## src/fiu_pkg.sv

```systemverilog
// ----------------------------------------------------------------------------
// fiu_pkg
// Shared types and constants of the flat index unravel block: field widths,
// result status codes, configuration register indexes, and the command and
// status bundles between controller and datapath.
// ----------------------------------------------------------------------------
package fiu_pkg;

   localparam int IDX_W     = 32;
   localparam int ROW_W     = 32;
   localparam int NUM_DIMS  = 3;
   localparam int DIM_W     = 2;
   localparam int DIM_IDX_W = $clog2(NUM_DIMS);
   localparam int STATUS_W  = 3;
   localparam int CSR_IDX_W = 3;

   typedef enum logic [STATUS_W-1:0] {
      ST_COORDS_OK    = 3'd0,
      ST_OUT_OF_RANGE = 3'd1,
      ST_ROW_DONE     = 3'd2,
      ST_ROW_FAILED   = 3'd3,
      ST_SKIPPED      = 3'd4
   } status_type;

   typedef enum logic {
      OP_APPEND = 1'b0,
      OP_FINISH = 1'b1
   } opcode_type;

   typedef enum logic [CSR_IDX_W-1:0] {
      CSR_DIM_COUNT = 3'd0,
      CSR_SIZE_0    = 3'd1,
      CSR_SIZE_1    = 3'd2,
      CSR_SIZE_2    = 3'd3,
      CSR_STRIDE_0  = 3'd4,
      CSR_STRIDE_1  = 3'd5,
      CSR_STRIDE_2  = 3'd6
   } csr_index_type;

   typedef struct packed {
      logic accept;
      logic div_start;
      logic coord_wr;
      logic mark_fail;
      logic out_load;
   } ctrl_cmd_type;

   typedef struct packed {
      logic needs_div;
      logic div_done;
      logic in_range;
      logic last_dim;
      logic out_free;
   } dp_stat_type;

endpackage

```

## src/fiu_req_if.sv

```systemverilog
// ----------------------------------------------------------------------------
// fiu_req_if
// Request channel: one append or finish item per transfer.
// ----------------------------------------------------------------------------
interface fiu_req_if;
   import fiu_pkg::*;

   logic             valid;
   logic             ready;
   logic             opcode;
   logic [IDX_W-1:0] flat_index;

   modport source (output valid, output opcode, output flat_index, input ready);
   modport sink (input valid, input opcode, input flat_index, output ready);

endinterface

```

## src/fiu_rsp_if.sv

```systemverilog
// ----------------------------------------------------------------------------
// fiu_rsp_if
// Response channel: status, row number and coordinates, one per transfer.
// ----------------------------------------------------------------------------
interface fiu_rsp_if;
   import fiu_pkg::*;

   logic                valid;
   logic                ready;
   logic [STATUS_W-1:0] status;
   logic [ROW_W-1:0]    row_number;
   logic [IDX_W-1:0]    coord_0;
   logic [IDX_W-1:0]    coord_1;
   logic [IDX_W-1:0]    coord_2;

   modport source (
      output valid, output status, output row_number,
      output coord_0, output coord_1, output coord_2,
      input ready
   );
   modport sink (
      input valid, input status, input row_number,
      input coord_0, input coord_1, input coord_2,
      output ready
   );

endinterface

```

## src/fiu_div.sv

```systemverilog
// ----------------------------------------------------------------------------
// fiu_div
// Radix-2 restoring divider, one quotient bit per cycle. A zero divisor
// gives an all-ones quotient and the dividend as remainder.
// ----------------------------------------------------------------------------
module fiu_div (
   input  logic                      clock,
   input  logic                      reset,
   input  logic                      start,
   input  logic [fiu_pkg::IDX_W-1:0] dividend,
   input  logic [fiu_pkg::IDX_W-1:0] divisor,
   output logic                      busy,
   output logic                      done,
   output logic [fiu_pkg::IDX_W-1:0] quotient,
   output logic [fiu_pkg::IDX_W-1:0] remainder
);
   import fiu_pkg::*;

   localparam int CNT_W = $clog2(IDX_W);

   logic [IDX_W-1:0] acc_ff;
   logic [IDX_W-1:0] rem_ff;
   logic [IDX_W-1:0] divisor_ff;
   logic [CNT_W-1:0] count_ff;
   logic             run_ff;
   logic             done_ff;
   logic [IDX_W:0]   shifted;
   logic [IDX_W:0]   diff;
   logic             qbit;

   assign shifted = {rem_ff, acc_ff[IDX_W-1]};
   assign diff    = shifted - {1'b0, divisor_ff};
   assign qbit    = ~diff[IDX_W];

   always_ff @(posedge clock) begin
      if (reset) begin
         run_ff   <= 1'b0;
         done_ff  <= 1'b0;
         count_ff <= '0;
      end else begin
         done_ff <= 1'b0;
         if (start) begin
            run_ff   <= 1'b1;
            count_ff <= '0;
         end else if (run_ff) begin
            count_ff <= count_ff + CNT_W'(1);
            if (count_ff == CNT_W'(IDX_W - 1)) begin
               run_ff  <= 1'b0;
               done_ff <= 1'b1;
            end
         end
      end
   end

   always_ff @(posedge clock) begin
      if (start) begin
         acc_ff     <= dividend;
         rem_ff     <= '0;
         divisor_ff <= divisor;
      end else if (run_ff) begin
         acc_ff <= {acc_ff[IDX_W-2:0], qbit};
         rem_ff <= qbit ? diff[IDX_W-1:0] : shifted[IDX_W-1:0];
      end
   end

   assign busy      = run_ff;
   assign done      = done_ff;
   assign quotient  = acc_ff;
   assign remainder = rem_ff;

endmodule

```

## src/fiu_ctrl.sv

```systemverilog
// ----------------------------------------------------------------------------
// fiu_ctrl
// Sequencer for one item: accept; for appends in a good row, one divide and
// range check per dimension (stop on a miss); then response register load.
// ----------------------------------------------------------------------------
module fiu_ctrl (
   input  logic                 clock,
   input  logic                 reset,
   input  logic                 req_valid,
   output logic                 req_ready,
   input  fiu_pkg::dp_stat_type stat,
   output fiu_pkg::ctrl_cmd_type cmd
);
   import fiu_pkg::*;

   typedef enum logic [4:0] {
      S_IDLE  = 5'b00001,
      S_START = 5'b00010,
      S_WAIT  = 5'b00100,
      S_CHECK = 5'b01000,
      S_FINAL = 5'b10000
   } state_type;

   state_type state_ff;
   state_type state_in;

   always_comb begin
      state_in  = state_ff;
      cmd       = '0;
      req_ready = 1'b0;
      unique case (state_ff)
         S_IDLE: begin
            req_ready = 1'b1;
            if (req_valid) begin
               cmd.accept = 1'b1;
               state_in   = stat.needs_div ? S_START : S_FINAL;
            end
         end
         S_START: begin
            cmd.div_start = 1'b1;
            state_in      = S_WAIT;
         end
         S_WAIT: begin
            if (stat.div_done) begin
               state_in = S_CHECK;
            end
         end
         S_CHECK: begin
            if (stat.in_range) begin
               cmd.coord_wr = 1'b1;
               state_in     = stat.last_dim ? S_FINAL : S_START;
            end else begin
               cmd.mark_fail = 1'b1;
               state_in      = S_FINAL;
            end
         end
         S_FINAL: begin
            if (stat.out_free) begin
               cmd.out_load = 1'b1;
               state_in     = S_IDLE;
            end
         end
         default: begin
            state_in = S_IDLE;
         end
      endcase
   end

   always_ff @(posedge clock) begin
      if (reset) begin
         state_ff <= S_IDLE;
      end else begin
         state_ff <= state_in;
      end
   end

endmodule

```

## src/fiu_dpath.sv

```systemverilog
// ----------------------------------------------------------------------------
// fiu_dpath
// Datapath: configuration registers, working index and coordinates, row
// state, shared divider and the response register.
// ----------------------------------------------------------------------------
module fiu_dpath #(
   parameter int MAX_DIMS   = 3,
   parameter int INDEX_BITS = 32
) (
   input  logic                          clock,
   input  logic                          reset,
   input  fiu_pkg::ctrl_cmd_type         cmd,
   output fiu_pkg::dp_stat_type          stat,
   input  logic                          req_opcode,
   input  logic [fiu_pkg::IDX_W-1:0]     req_flat_index,
   input  logic                          csr_wr_en,
   input  logic [fiu_pkg::CSR_IDX_W-1:0] csr_index,
   input  logic [fiu_pkg::IDX_W-1:0]     csr_wdata,
   fiu_rsp_if.source                     rsp_if
);
   import fiu_pkg::*;

   localparam int DIM_CAP  = (MAX_DIMS < NUM_DIMS) ? MAX_DIMS : NUM_DIMS;
   localparam int IDX_KEEP = (INDEX_BITS < IDX_W) ? INDEX_BITS : IDX_W;
   localparam logic [IDX_W-1:0] IDX_MASK = {IDX_W{1'b1}} >> (IDX_W - IDX_KEEP);

   logic [DIM_W-1:0]     dim_count_ff;
   logic [IDX_W-1:0]     size_ff [NUM_DIMS];
   logic [IDX_W-1:0]     stride_ff [NUM_DIMS];
   logic [ROW_W-1:0]     row_counter_ff;
   logic [ROW_W-1:0]     row_counter_in;
   logic                 row_failed_ff;
   logic                 row_failed_in;
   logic [IDX_W-1:0]     idx_ff;
   logic [DIM_IDX_W-1:0] dim_ff;
   logic [IDX_W-1:0]     coord_ff [NUM_DIMS];
   status_type           status_ff;
   status_type           status_in;
   logic                 rsp_valid_ff;
   status_type           out_status_ff;
   logic [ROW_W-1:0]     out_row_ff;
   logic [IDX_W-1:0]     out_coord_ff [NUM_DIMS];
   logic [DIM_W-1:0]     dims_used;
   logic                 div_busy;
   logic                 div_done;
   logic [IDX_W-1:0]     div_q;
   logic [IDX_W-1:0]     div_r;

   // configuration registers
   always_ff @(posedge clock) begin
      if (reset) begin
         dim_count_ff <= DIM_W'(1);
         for (int i = 0; i < NUM_DIMS; i++) begin
            size_ff[i]   <= IDX_W'(1);
            stride_ff[i] <= IDX_W'(1);
         end
      end else if (csr_wr_en) begin
         unique case (csr_index)
            CSR_DIM_COUNT: dim_count_ff <= csr_wdata[DIM_W-1:0];
            CSR_SIZE_0:    size_ff[0]   <= csr_wdata;
            CSR_SIZE_1:    size_ff[1]   <= csr_wdata;
            CSR_SIZE_2:    size_ff[2]   <= csr_wdata;
            CSR_STRIDE_0:  stride_ff[0] <= csr_wdata;
            CSR_STRIDE_1:  stride_ff[1] <= csr_wdata;
            CSR_STRIDE_2:  stride_ff[2] <= csr_wdata;
            default: begin
            end
         endcase
      end
   end

   always_comb begin
      dims_used = (dim_count_ff == '0) ? DIM_W'(1) : dim_count_ff;
      if (dims_used > DIM_W'(DIM_CAP)) begin
         dims_used = DIM_W'(DIM_CAP);
      end
   end

   fiu_div u_div (
      .clock     (clock),
      .reset     (reset),
      .start     (cmd.div_start),
      .dividend  (idx_ff),
      .divisor   (stride_ff[dim_ff]),
      .busy      (div_busy),
      .done      (div_done),
      .quotient  (div_q),
      .remainder (div_r)
   );

   always_comb begin
      if (req_opcode == OP_FINISH) begin
         status_in = row_failed_ff ? ST_ROW_FAILED : ST_ROW_DONE;
      end else begin
         status_in = row_failed_ff ? ST_SKIPPED : ST_COORDS_OK;
      end
   end

   // working item
   always_ff @(posedge clock) begin
      if (cmd.accept) begin
         idx_ff    <= req_flat_index & IDX_MASK;
         dim_ff    <= '0;
         status_ff <= status_in;
         for (int i = 0; i < NUM_DIMS; i++) begin
            coord_ff[i] <= '0;
         end
      end else if (cmd.coord_wr) begin
         coord_ff[dim_ff] <= div_q;
         idx_ff           <= div_r;
         dim_ff           <= dim_ff + DIM_IDX_W'(1);
      end else if (cmd.mark_fail) begin
         status_ff <= ST_OUT_OF_RANGE;
      end
   end

   // row state, updated as the response is loaded
   always_comb begin
      row_counter_in = row_counter_ff;
      row_failed_in  = row_failed_ff;
      unique case (status_ff)
         ST_ROW_DONE: begin
            if (row_counter_ff != {ROW_W{1'b1}}) begin
               row_counter_in = row_counter_ff + ROW_W'(1);
            end
            row_failed_in = 1'b0;
         end
         ST_ROW_FAILED: begin
            row_failed_in = 1'b0;
         end
         ST_OUT_OF_RANGE: begin
            row_failed_in = 1'b1;
         end
         default: begin
         end
      endcase
   end

   always_ff @(posedge clock) begin
      if (reset) begin
         row_counter_ff <= '0;
         row_failed_ff  <= 1'b0;
         rsp_valid_ff   <= 1'b0;
      end else begin
         if (cmd.out_load) begin
            row_counter_ff <= row_counter_in;
            row_failed_ff  <= row_failed_in;
            rsp_valid_ff   <= 1'b1;
         end else if (rsp_if.ready) begin
            rsp_valid_ff <= 1'b0;
         end
      end
   end

   always_ff @(posedge clock) begin
      if (cmd.out_load) begin
         out_status_ff <= status_ff;
         out_row_ff    <= row_counter_ff;
         out_coord_ff  <= coord_ff;
      end
   end

   assign stat.needs_div = (req_opcode == OP_APPEND) && !row_failed_ff;
   assign stat.div_done  = div_done;
   assign stat.in_range  = div_q < size_ff[dim_ff];
   assign stat.last_dim  = dim_ff == DIM_IDX_W'(dims_used - DIM_W'(1));
   assign stat.out_free  = !rsp_valid_ff || rsp_if.ready;

   assign rsp_if.valid      = rsp_valid_ff;
   assign rsp_if.status     = out_status_ff;
   assign rsp_if.row_number = out_row_ff;
   assign rsp_if.coord_0    = out_coord_ff[0];
   assign rsp_if.coord_1    = out_coord_ff[1];
   assign rsp_if.coord_2    = out_coord_ff[2];

   a_div_idle_on_start: assert property (@(posedge clock) disable iff (reset)
      cmd.div_start |-> !div_busy)
      else $error("divider started while busy");

   a_load_needs_room: assert property (@(posedge clock) disable iff (reset)
      cmd.out_load |-> (!rsp_valid_ff || rsp_if.ready))
      else $error("response register overwritten before transfer");

   a_row_stable: assert property (@(posedge clock) disable iff (reset)
      (!$past(reset) && !$past(cmd.out_load)) |-> $stable(row_counter_ff))
      else $error("row counter moved without a response load");

   a_no_coords_on_row_status: assert property (@(posedge clock) disable iff (reset)
      (rsp_valid_ff && (out_status_ff == ST_ROW_DONE || out_status_ff == ST_ROW_FAILED
         || out_status_ff == ST_SKIPPED))
      |-> (out_coord_ff[0] == '0 && out_coord_ff[1] == '0 && out_coord_ff[2] == '0))
      else $error("coordinates present on a row or skip response");

endmodule

```

## src/flat_index_unravel.sv

```systemverilog
// ----------------------------------------------------------------------------
// flat_index_unravel
// Converts flat element indices of a row into per-dimension coordinates by
// successive division by the dimension strides, with range checks and a
// saturating row counter.
// ----------------------------------------------------------------------------
// append item: per dimension divided, divide issue, one 32-step radix-2 divide
//   and range check (every dimension in use, or up to the one found out of range),
//   then the response load; finish and skipped items go straight to the load
// one item in flight at a time
// the response register lets the next request transfer while a response waits
// synchronous reset: row counter 0, row error clear, configuration registers 1
// ----------------------------------------------------------------------------
module flat_index_unravel #(
   parameter int MAX_DIMS   = 3,
   parameter int INDEX_BITS = 32
) (
   input  logic                          clock,
   input  logic                          reset,
   fiu_req_if.sink                       req_if,
   fiu_rsp_if.source                     rsp_if,
   input  logic                          csr_wr_en,
   input  logic [fiu_pkg::CSR_IDX_W-1:0] csr_index,
   input  logic [fiu_pkg::IDX_W-1:0]     csr_wdata
);
   import fiu_pkg::*;

   ctrl_cmd_type cmd;
   dp_stat_type  stat;
   logic         req_ready;

   fiu_ctrl u_ctrl (
      .clock     (clock),
      .reset     (reset),
      .req_valid (req_if.valid),
      .req_ready (req_ready),
      .stat      (stat),
      .cmd       (cmd)
   );

   fiu_dpath #(
      .MAX_DIMS   (MAX_DIMS),
      .INDEX_BITS (INDEX_BITS)
   ) u_dpath (
      .clock          (clock),
      .reset          (reset),
      .cmd            (cmd),
      .stat           (stat),
      .req_opcode     (req_if.opcode),
      .req_flat_index (req_if.flat_index),
      .csr_wr_en      (csr_wr_en),
      .csr_index      (csr_index),
      .csr_wdata      (csr_wdata),
      .rsp_if         (rsp_if)
   );

   assign req_if.ready = req_ready;

endmodule

```

## src/flat_wrapper.sv

```systemverilog
// flat-port wrapper written by rule: the top's interface ports become plain ports
module flat_index_unravel_flat import fiu_pkg::*;
#(
   parameter int MAX_DIMS   = 3,
   parameter int INDEX_BITS = 32
)
  (clock, reset, csr_wr_en, csr_index, csr_wdata, req_if_valid, req_if_opcode, req_if_flat_index, req_if_ready, rsp_if_valid, rsp_if_status, rsp_if_row_number, rsp_if_coord_0, rsp_if_coord_1, rsp_if_coord_2, rsp_if_ready);
  fiu_req_if req_if_i ();
  fiu_rsp_if rsp_if_i ();
  input  logic clock;
  input  logic reset;
  input  logic csr_wr_en;
  input  logic [fiu_pkg::CSR_IDX_W-1:0] csr_index;
  input  logic [fiu_pkg::IDX_W-1:0] csr_wdata;
  input wire logic [$bits(req_if_i.valid)-1:0] req_if_valid;
  input wire logic [$bits(req_if_i.opcode)-1:0] req_if_opcode;
  input wire logic [$bits(req_if_i.flat_index)-1:0] req_if_flat_index;
  output wire logic [$bits(req_if_i.ready)-1:0] req_if_ready;
  output wire logic [$bits(rsp_if_i.valid)-1:0] rsp_if_valid;
  output wire logic [$bits(rsp_if_i.status)-1:0] rsp_if_status;
  output wire logic [$bits(rsp_if_i.row_number)-1:0] rsp_if_row_number;
  output wire logic [$bits(rsp_if_i.coord_0)-1:0] rsp_if_coord_0;
  output wire logic [$bits(rsp_if_i.coord_1)-1:0] rsp_if_coord_1;
  output wire logic [$bits(rsp_if_i.coord_2)-1:0] rsp_if_coord_2;
  input wire logic [$bits(rsp_if_i.ready)-1:0] rsp_if_ready;
  assign req_if_i.valid = req_if_valid;
  assign req_if_i.opcode = req_if_opcode;
  assign req_if_i.flat_index = req_if_flat_index;
  assign req_if_ready = req_if_i.ready;
  assign rsp_if_valid = rsp_if_i.valid;
  assign rsp_if_status = rsp_if_i.status;
  assign rsp_if_row_number = rsp_if_i.row_number;
  assign rsp_if_coord_0 = rsp_if_i.coord_0;
  assign rsp_if_coord_1 = rsp_if_i.coord_1;
  assign rsp_if_coord_2 = rsp_if_i.coord_2;
  assign rsp_if_i.ready = rsp_if_ready;
  flat_index_unravel #(.MAX_DIMS(MAX_DIMS), .INDEX_BITS(INDEX_BITS)) u_core (.clock(clock), .reset(reset), .req_if(req_if_i), .rsp_if(rsp_if_i), .csr_wr_en(csr_wr_en), .csr_index(csr_index), .csr_wdata(csr_wdata));
endmodule
```

## config.mk

```make
export PLATFORM = sky130hd
export DESIGN_NAME = flat_index_unravel_flat
export DESIGN_NICKNAME = d
export VERILOG_FILES = /design/src/fiu_pkg.sv /design/src/fiu_req_if.sv /design/src/fiu_rsp_if.sv /design/src/fiu_div.sv /design/src/fiu_ctrl.sv /design/src/fiu_dpath.sv /design/src/flat_index_unravel.sv /design/src/flat_wrapper.sv
export SDC_FILE = /design/constraint.sdc
export NUM_CORES = 1
export LEC_CHECK = 0
export BUFFER_PORTS_ARGS = -buffer_cell sky130_fd_sc_hd__buf_2
export CAP_MARGIN = 0
export CORE_UTILIZATION = 40
export DETAILED_ROUTE_END_ITERATION = 10
export GPL_TIMING_DRIVEN = 0
export SLEW_MARGIN = 5
export SYNTH_ARGS = -nofsm -noshare
export SYNTH_HDL_FRONTEND = slang
export SYNTH_SLANG_ARGS = --single-unit
```

## constraint.sdc

```tcl
create_clock -name clock -period 7.8 [get_ports clock]
set_input_delay 0.78 -clock clock [delete_from_list [all_inputs] [get_ports clock]]
set_output_delay 0.78 -clock clock [all_outputs]
set_load 0.03 [all_outputs]
```

* Word-level counts from Yosys, hierarchy flattened *
Memory sizes are Yosys's and may differ from the RTL's. A register that Yosys moved wholly into a read port is not among the register bits.
Cells that the tools add are included.
Widths: inputs -> output; s select.

storage, ports and cells
  register bits = 376
  RAM bits = 192
  input port bits = 73
  output and inout bits = 133
  memories = 2

operators by class
  add/subtract/negate cells = 5
  $lt $le $gt $ge = 4
  equal/unequal tests = 21
  mux-type cells = 73
  bitwise gates (word level) = 10
  reduce and logical (&&, ||, !) cells = 20

memories
  name                      words  width  rd ports  clocked after Yosys merged registers in  write ports  line             source
  u_core.u_dpath.size_ff    3      32     1         1                                        3            fiu_dpath.sv:28  logic [IDX_W-1:0] size_ff [NUM_DIMS];
  u_core.u_dpath.stride_ff  3      32     1         1                                        3            fiu_dpath.sv:29  logic [IDX_W-1:0] stride_ff [NUM_DIMS];

operator list
  cell                   count
  $mux 32                12
  $bwmux 96              1
  $demux 32 s2           1
  $mux 1                 41
  $sub 33x32->33         1
  $add 32x1->32 const B  1
  $lt 32x32->1           1
  $ne 32x32->1 const B   1
  $mux 5                 6
  $pmux 5 s5             1
  $mux 3                 5
  $eq 3x2->1 const B     4
  $eq 5x5->1 const B     2
  $mux 2                 5
  $reduce_bool 2->1      5
  $eq 3x3->1 const B     3
  $eq 3x1->1 const B     2
  $or 1x1->1             6
  $reduce_and 2->1       3
  $reduce_and 3->1       2
  $add 5x1->5 const B    1
  $eq 5x1->1 const B     1
  $eq 5x2->1 const B     1
  $eq 5x3->1 const B     1
  19 further kinds       26

* Depth between registers and ports, before layout *
Gate-level depths: netlist (run 1).

  word-level depth = 9
  depth in mapped cells = 17

* By module *
From an unflattened synthesis (run 1), not the netlist that was laid out.

second synthesis, totals
  cell total of the unflattened synthesis = 2080
  area, all modules = 25285.5 sq um

modules (own cells, without submodules)
  module     times used  cells each  area an instance (sq um)  seq. area each (sq um)
  fiu_dpath  1           1447        18978.2                   13472.9
  fiu_div    1           587         5933.2                    2702.6
  fiu_ctrl   1           46          374.1                     100.1

* Least setup slack after synthesis (run 1) *
OpenSTA, ideal clock, no wires.

  path type = input to register
  start point = in rsp_if_ready
  end point = reg u_core.u_dpath.out_coord_ff, in the netlist u_core.u_dpath.rsp_if.coord_0[0], enable pin
  arrival time = 6.288 ns
  path slack = 0.889 ns
  cell stages on the path = 2
  buffers on the path = 0
  cells stage by stage = nor2b_1 > nor2_1

RTL lines
  what                  line                source
  start, declared       flat_wrapper.sv:25  input wire logic [$bits(rsp_if_i.ready)-1:0] rsp_if_ready;
  end signal, assigned  fiu_dpath.sv:159    out_coord_ff <= coord_ff;
  end, declared         fiu_dpath.sv:42     logic [IDX_W-1:0] out_coord_ff [NUM_DIMS];

==> results.txt, run 1 <==
Total internal power -> 0.00607 W
GPL Wtd Cong -> 0.896
Gr ovfl total -> 0
Starting density of the core -> 40.4%
Combinational Power Share -> 19.0%
Rel. slew slack -> 13.9%
Post-CTS Repair Setup Buffers -> 0
Crit Path Max Fanout -> 10
Routed vias/inst -> 5.19
Drt wl/cell -> 20.5 um
Height of the die -> 252 um
Clock Skews -> 32.6 ps
Max-cap viol count -> 0
Pin count of the biggest net entering global routing -> 36
Slew @ Worst Pin -> 1290 ps
Post-synth cell types -> 75
Met2 Use GR -> 33.3%
Post-synth top area share -> 50.8%
Top_reg_cell synth -> edfxtp_1
Post-synth EDFFs -> 422
Sequential area share after synthesis -> 65.2%
Unrepaired setup endpoints after global routing -> no
Worst hold margin -> 418 ps
Worst skew pair latency -> 640 ps
Port buffer count -> 205
Row Count -> 91
Detailed-placement wirelength estimate -> 48400 um
CTS Buf Count -> 61
Via count -> 16900
Critical path endpoint category -> register
Area Growth Syn to Fin -> 17.4%
Peak supply drop -> 168 uV
Final Hold Fails -> 0
H-tree levels -> 2
R2R Setup Slk -> 2800 ps
Worst hold-check path type -> input port to register
Post-Synthesis Cell Area -> 0.0250 sq mm
GR Util met1 -> 27.6%
CTS clock-pin slew for the worst setup and hold paths -> 60 ps
Dominant cells by area after synthesis -> edfxtp_1 (51%), dfxtp_1 (14%), nand2_1 (5.6%)
Clock Path Buffers -> 3
GRT Total Usage -> 20.5%
CP Data Arrival Time -> 5490 ps
Final period util -> 64.1%
Critical path type -> register to register
CTS Sinks -> 602
Global-route wire length before repair -> 97600 um
Critical Path RT -> 8290 ps
Grt met3 use -> 3.40%
Nets -> 2510
Most frequent cell after synthesis -> edfxtp_1
DRT iter0 DRCs -> 1194
Most frequent cells after synthesis -> edfxtp_1 (422), nand2_1 (373), dfxtp_1 (180)
Final setup vio count -> 0
Yosys reg bits -> 602
Vias in the first global route -> 16200
Fmax -> 200 MHz
Dpl cells -> 3141
FF/Latch Area -> 0.0163 sq mm
Non-Filler Instances -> 3258
Drc violations -> 0
Die footprint -> 0.0634 sq mm
NetSw -> 0.00245 W
Initial antenna violation count -> 2
Post_cts resized -> 0
Post-route ant nets -> 0
Avg Cell Area, Syn -> 11.9 sq um
Area occupied by multi-input gates -> 0.00808 sq mm
CTS Hold Bufs -> 0
Core ar. -> 0.0617 sq mm
Die W -> 252 um
Pre-antenna DRT Iters -> 6
GRT busiest layer -> met2
CTS tree -> done
# fillers -> 5587
Max-slew violations -> 0
Final WL -> 66700 um
CTS root buffer -> clkbuf_16
Clock share of power -> 35.4%
# IOs -> 206
Pleak -> 11.2 nW
Post-Synthesis Cells -> 2092
Area leader, netlist -> edfxtp_1
Status -> completed
Post-synth net total -> 2235
Ys async rst share -> 0%
Cell Pwr Density -> 291 mW/mm^2
Net Sw Frac -> 28.8%
Layout cells sized above 1 -> 14.9%
Final worst path period need -> 5000 ps
Worst setup SP type -> register
Yosys warning count -> 0
Flop pwr share -> 45.6%
==> critical path: stages, from the launching register on <==
cell      delay (ps)
dfxtp_1          310
buf_2            180
buf_1            650
mux2i_1          260
nor2_1            50
a21oi_1          380
ha_1             330
a21o_1           180
a21o_1           170
a21oi_1          150
o21ai_0          120
a41oi_1          450
nand3_1          430
nor3b_4          560
clkbuf_1         420
o21ai_0          170
==> cell usage in the layout, fill, tap and decap left out, types with 5 or more instances in the layout <==
cell	count
a211oi_1	8
a21o_1	27
a21oi_1	96
a31o_2	5
and2_1	67
and3_1	19
buf_1	6
buf_12	5
buf_2	217
buf_6	6
bufinv_16	6
clkbuf_1	91
clkbuf_16	64
clkinv_2	10
dfxtp_1	180
edfxtp_1	422
ha_1	69
inv_1	45
mux2i_1	125
nand2_1	373
nand2b_1	10
nand3_1	51
nand3b_1	7
nand4_1	24
nor2_1	146
nor2b_1	9
nor3_1	20
o211ai_1	6
o21ai_0	131
o21ai_1	17
or3_1	8
xnor2_1	25
xor2_1	32
==> power groups by stage <==
stage                     registers (W)  clock network (W)  logic [W]
after floorplan                 0.00390                  0    0.00117
after global placement          0.00396                  0    0.00157
after detailed placement        0.00395                  0    0.00161
after CTS                       0.00389            0.00306    0.00162
after global routing            0.00391            0.00318    0.00179
final                           0.00389            0.00302    0.00162
==> per-stage QoR <==
step | setup slack [ps] | power, W | TNS (ps) | utilization, % | area, sq um
final | 2800 | 0.00853 | 0 | 47.5 | 29300
after global routing | 2640 | 0.00888 | 0 | 47.5 | 29300
after floorplan | 889 | 0.00507 | 0 | - | 25000
after detailed placement | 2830 | 0.00556 | 0 | 44.1 | 27200
after CTS | 2810 | 0.00856 | 0 | 47.5 | 29300
after global placement | -1390 | 0.00553 | -179960 | 43.8 | 27000
==> metal layers <==
layer | part of all wire (%) | vias up
met3 | 5.4 | 129
met2 | 47 | 514
met5 | 0.063 | -
li1 | - | 8023
met1 | 44 | 8234
met4 | 3.7 | 2
==> worst paths after layout <==
check                                      end                        start  depth (start not counted)
max                 u_core.u_dpath.coord_ff[9]                     register                         15
min                   u_core.u_dpath.idx_ff[4]         req_if_flat_index[4]                          3
max reg2reg         u_core.u_dpath.coord_ff[9]                     register                         15
min reg2reg  u_core.u_dpath.rsp_if.coord_2[30]  u_core.u_dpath.coord_ff[30]                          0
==> sequential cells by signal, summed over array words and instances (netlist names), 5 cells and up, named ones only <==
signal / count
u_core.u_dpath.rsp_if.coord_2: 32
u_core.u_dpath.u_div.remainder: 32
u_core.u_dpath.row_counter_ff: 32
u_core.u_dpath.rsp_if.row_number: 32
u_core.u_dpath.size_ff: 96
u_core.u_dpath.u_div.quotient: 32
u_core.u_dpath.stride_ff: 96
u_core.u_dpath.u_div.count_ff: 5
u_core.u_dpath.u_div.divisor_ff: 32
u_core.u_dpath.coord_ff: 96
u_core.u_dpath.rsp_if.coord_1: 32
u_core.u_dpath.rsp_if.coord_0: 32
u_core.u_ctrl.state_ff: 5
u_core.u_dpath.idx_ff: 32
==> cell families after synthesis <==
logic type | synth area share (%)
xor gates and xnor gates | 2.07
DFF | 65.2
buffers and inverters | 2.53
and+or+nand+nor | 13.7
adders and majority gates | 3.54
AOI/OAI and AO/OA | 7.89
muxes | 5.06
==> layout make-up <==
class                           count  area share [%]
Sequential cell                   602            55.5
Multi-Input combinational cell   1342            27.6
Clock buffer                       86            5.90
Timing Repair Buffer              212            4.03
Tap cell                          837            3.57
Buffer                            102            1.57
Clock inverter                     30            1.21
Inverter                           46           0.589
Antenna cell                        1         0.00854
Power figures use the tool's default switching activity.
==> run 2: changes to the inputs <==
==> constraint.sdc (replaced) <==
create_clock -name clock -period 4.28 [get_ports clock]
set_input_delay 0.428 -clock clock [delete_from_list [all_inputs] [get_ports clock]]
set_output_delay 0.428 -clock clock [all_outputs]
set_load 0.03 [all_outputs]
==> run 2 against run 1 <==
  * Via count is 0.34% lower
  * Sequential share of layout area is 0.30 points lower
  * Setup slack worse by 2600 ps
  * Combinational power is 83% higher
  * Non-clock buffer count is 5 higher
  * Largest cell class unchanged
==> results.txt, run 2 (synthesis results as in run 1) <==
CTS Buf Count -> 66 (+8.2%)
Largest stage delay on the critical path -> 360 ps (-290 ps)
Rel. slew slack -> 12.8% (-1.1 points)
CTS clock-pin slew for the worst setup and hold paths -> 60 ps (about the same)
NetSw -> 0.00452 W (+84%)
Grt met3 use -> 2.81% (-0.60 points)
Slew @ Worst Pin -> 1290 ps (-0.445 ps)
Height of the die -> 252 um (unchanged)
Row Count -> 91 (unchanged)
Status -> completed
Met2 Use GR -> 34.8% (+1.4 points)
Final WL -> 66600 um (about the same)
Final Hold Fails -> 0 (unchanged)
Power Total -> 0.0158 W (+85%)
CP cell instances -> buf_2, clkbuf_4, mux2i_1, nor2_1, a21oi_1, ha_1, a21o_1, a21o_1, a21oi_1, o21ai_0, a41oi_2, nand3_2, nor3b_4, buf_4, clkbuf_1, o21ai_0
Net Sw Frac -> 28.6% (-0.14 points)
Final setup TNS -> 0 ps (unchanged)
Flop pwr share -> 44.8% (-0.8 points)
Post-route ant nets -> 0 (unchanged)
Slowest-stage cell, CP -> a41oi_2
Initial antenna violation count -> 3 (+1)
Starting density of the core -> 40.4% (unchanged)
Worst skew pair latency -> 610 ps (-30 ps)
Final setup vio count -> 0 (unchanged)
CTS tree -> done
Worst setup SP type -> register
Core ar. -> 0.0617 sq mm (unchanged)
Pleak -> 11.3 nW (+0.91%)
Fmax -> 247 MHz (+23%)
H-tree levels -> 3 (+1)
Leading cell type in the layout, fill and taps excluded -> edfxtp_1
Area occupied by multi-input gates -> 0.00809 sq mm (about the same)
Place WS -> -563 ps (-3400 ps)
Crit Path Max Fanout -> 10 (unchanged)
Clock Path Buffers -> 3 (unchanged)
Routed vias/inst -> 5.16 (-0.58%)
Critical path endpoint category -> register
Clock Skews -> 33.3 ps (+0.682 ps)
Worst hold-check path type -> input port to register
ANT cells -> 0 (-1)
Die footprint -> 0.0634 sq mm (unchanged)
Final worst path period need -> 4050 ps (-947 ps)
DRT iter0 DRCs -> 1193 (-0.084%)
CP Data Arrival Time -> 4510 ps (-980 ps)
Setup slack after layout -> 228 ps (-2570 ps)
# fillers -> 5594 (+0.13%)
Peak supply drop -> 303 uV (+81%)
Total internal power -> 0.0113 W (+86%)
Critical Path RT -> 4740 ps (-3550 ps)
Max-slew violations -> 0 (unchanged)
CTS root buffer -> clkbuf_16
GR Util met1 -> 28.1% (+0.50 points)
Unrepaired setup endpoints after global routing -> no
Most frequent cells in the layout -> edfxtp_1 (422), nand2_1 (373), buf_2 (217)
Area Growth Syn to Fin -> 18.0%
Vias in the first global route -> 16100 (-0.96%)
Buf/Inv on CP -> 4 (+1)
Fin area -> 0.0295 sq mm (+0.55%)
Die W -> 252 um (unchanged)
Biggest regs -> u_core.u_dpath.coord_ff (96), u_core.u_dpath.size_ff (96), u_core.u_dpath.stride_ff (96)
# IOs -> 206 (unchanged)
Max-cap viol count -> 0 (unchanged)
GRT busiest layer -> met2
Pin count of the biggest net entering global routing -> 38 (+5.6%)
Gr ovfl total -> 0 (unchanged)
CTS Hold Bufs -> 0 (unchanged)
Port buffer count -> 205 (unchanged)
GRT Total Usage -> 20.8% (+0.26 points)
FF/Latch Area -> 0.0163 sq mm (unchanged)
Global-route wire length before repair -> 98400 um (+0.85%)
Post-DP Area -> 0.0272 sq mm (about the same)
Critical path type -> register to register
Final period util -> 94.7% (+31 points)
Clock share of power -> 36.4% (+1.0 points)
Via count -> 16800 (-0.34%)
GPL Wtd Cong -> 0.866 (-3.3%)
Combinational Power Share -> 18.8% (-0.2 points)
Critical path's top delay family -> compound AO/OA/AOI/OAI gates
Drc violations -> 0 (unchanged)
CTS Sinks -> 602 (unchanged)
Final Core Density -> 47.7% (+0.26 points)
Nets -> 2520 (+0.40%)
Drt wl/cell -> 20.4 um (-0.28%)
Detailed-placement wirelength estimate -> 48300 um (-0.19%)
Cell Pwr Density -> 536 mW/mm^2 (+84%)
Layout cells sized above 1 -> 15.4% (+0.56 points)
Pre-antenna DRT Iters -> 5 (-1)
[run 2: path summary, 6_finish.rpt]
| check | from | to | slack [ps] | cells past startpoint |
|---|---|---|---|---|
| setup / recovery | register | u_core.u_dpath.coord_ff[26] | 230 | 16 |
| hold / removal | req_if_flat_index[3] | u_core.u_dpath.idx_ff[3] | 100 | 3 |
| setup reg to reg | register | u_core.u_dpath.coord_ff[26] | 230 | 16 |
| hold reg to reg | u_core.u_dpath.coord_ff[70] | u_core.u_dpath.rsp_if.coord_0[6] | 430 | 0 |
[run 2: timing repair]
item	in CTS	in global routing
endpoints found under the setup margin	131	80
pin swaps	2	0
buffers inserted	5	0
resized for setup	2	6
[run 2: power by group through the flow]
stage | Sequential (W) | Clock (W) | Combinational (W)
after floorplan | 0.00710 | 0 | 0.00213
after CTS | 0.00707 | 0.00584 | 0.00296
final | 0.00707 | 0.00575 | 0.00297
after global routing | 0.00711 | 0.00608 | 0.00329
after global placement | 0.00718 | 0 | 0.00288
after detailed placement | 0.00719 | 0 | 0.00295
[run 2: through the flow]
| step | hold slack, ps | std cells |
|---|---|---|
| after global placement | 413 | 3134 |
| after detailed placement | 416 | 3141 |
| final | 101 | 3266 |
| after floorplan | 408 | 2092 |
| after CTS | 71.7 | 3266 |
| after global routing | 105 | 3266 |
[run 2: area by class of cell]
cell class | instances | area share [%]
Sequential cell | 602 | 55.2
Multi-Input combinational cell | 1342 | 27.4
Tap cell | 837 | 3.55
Buffer | 102 | 1.58
Clock inverter | 35 | 1.20
Timing Repair Buffer | 217 | 4.09
Clock buffer | 85 | 6.31
Inverter | 46 | 0.586
[run 2: worst register-to-register path, stage by stage (launching register included)]
cell      delay, ps
dfxtp_1         310
buf_2           190
clkbuf_4        290
mux2i_1         220
nor2_1           60
a21oi_1         310
ha_1            320
a21o_1          180
a21o_1          170
a21oi_1         130
o21ai_0         110
a41oi_2         360
nand3_2         270
nor3b_4         330
buf_4           200
clkbuf_1        310
o21ai_0         150
[run 2: routing by layer]
| metal | part of all wire, % | wire length (um) | up-vias |
|---|---|---|---|
| li1 | - | - | 8029 |
| met4 | 2.7 | 1820 | 0 |
| met1 | 44 | 29400 | 8205 |
| met2 | 48 | 32000 | 504 |
| met5 | 0 | 0 | - |
| met3 | 5.0 | 3350 | 107 |
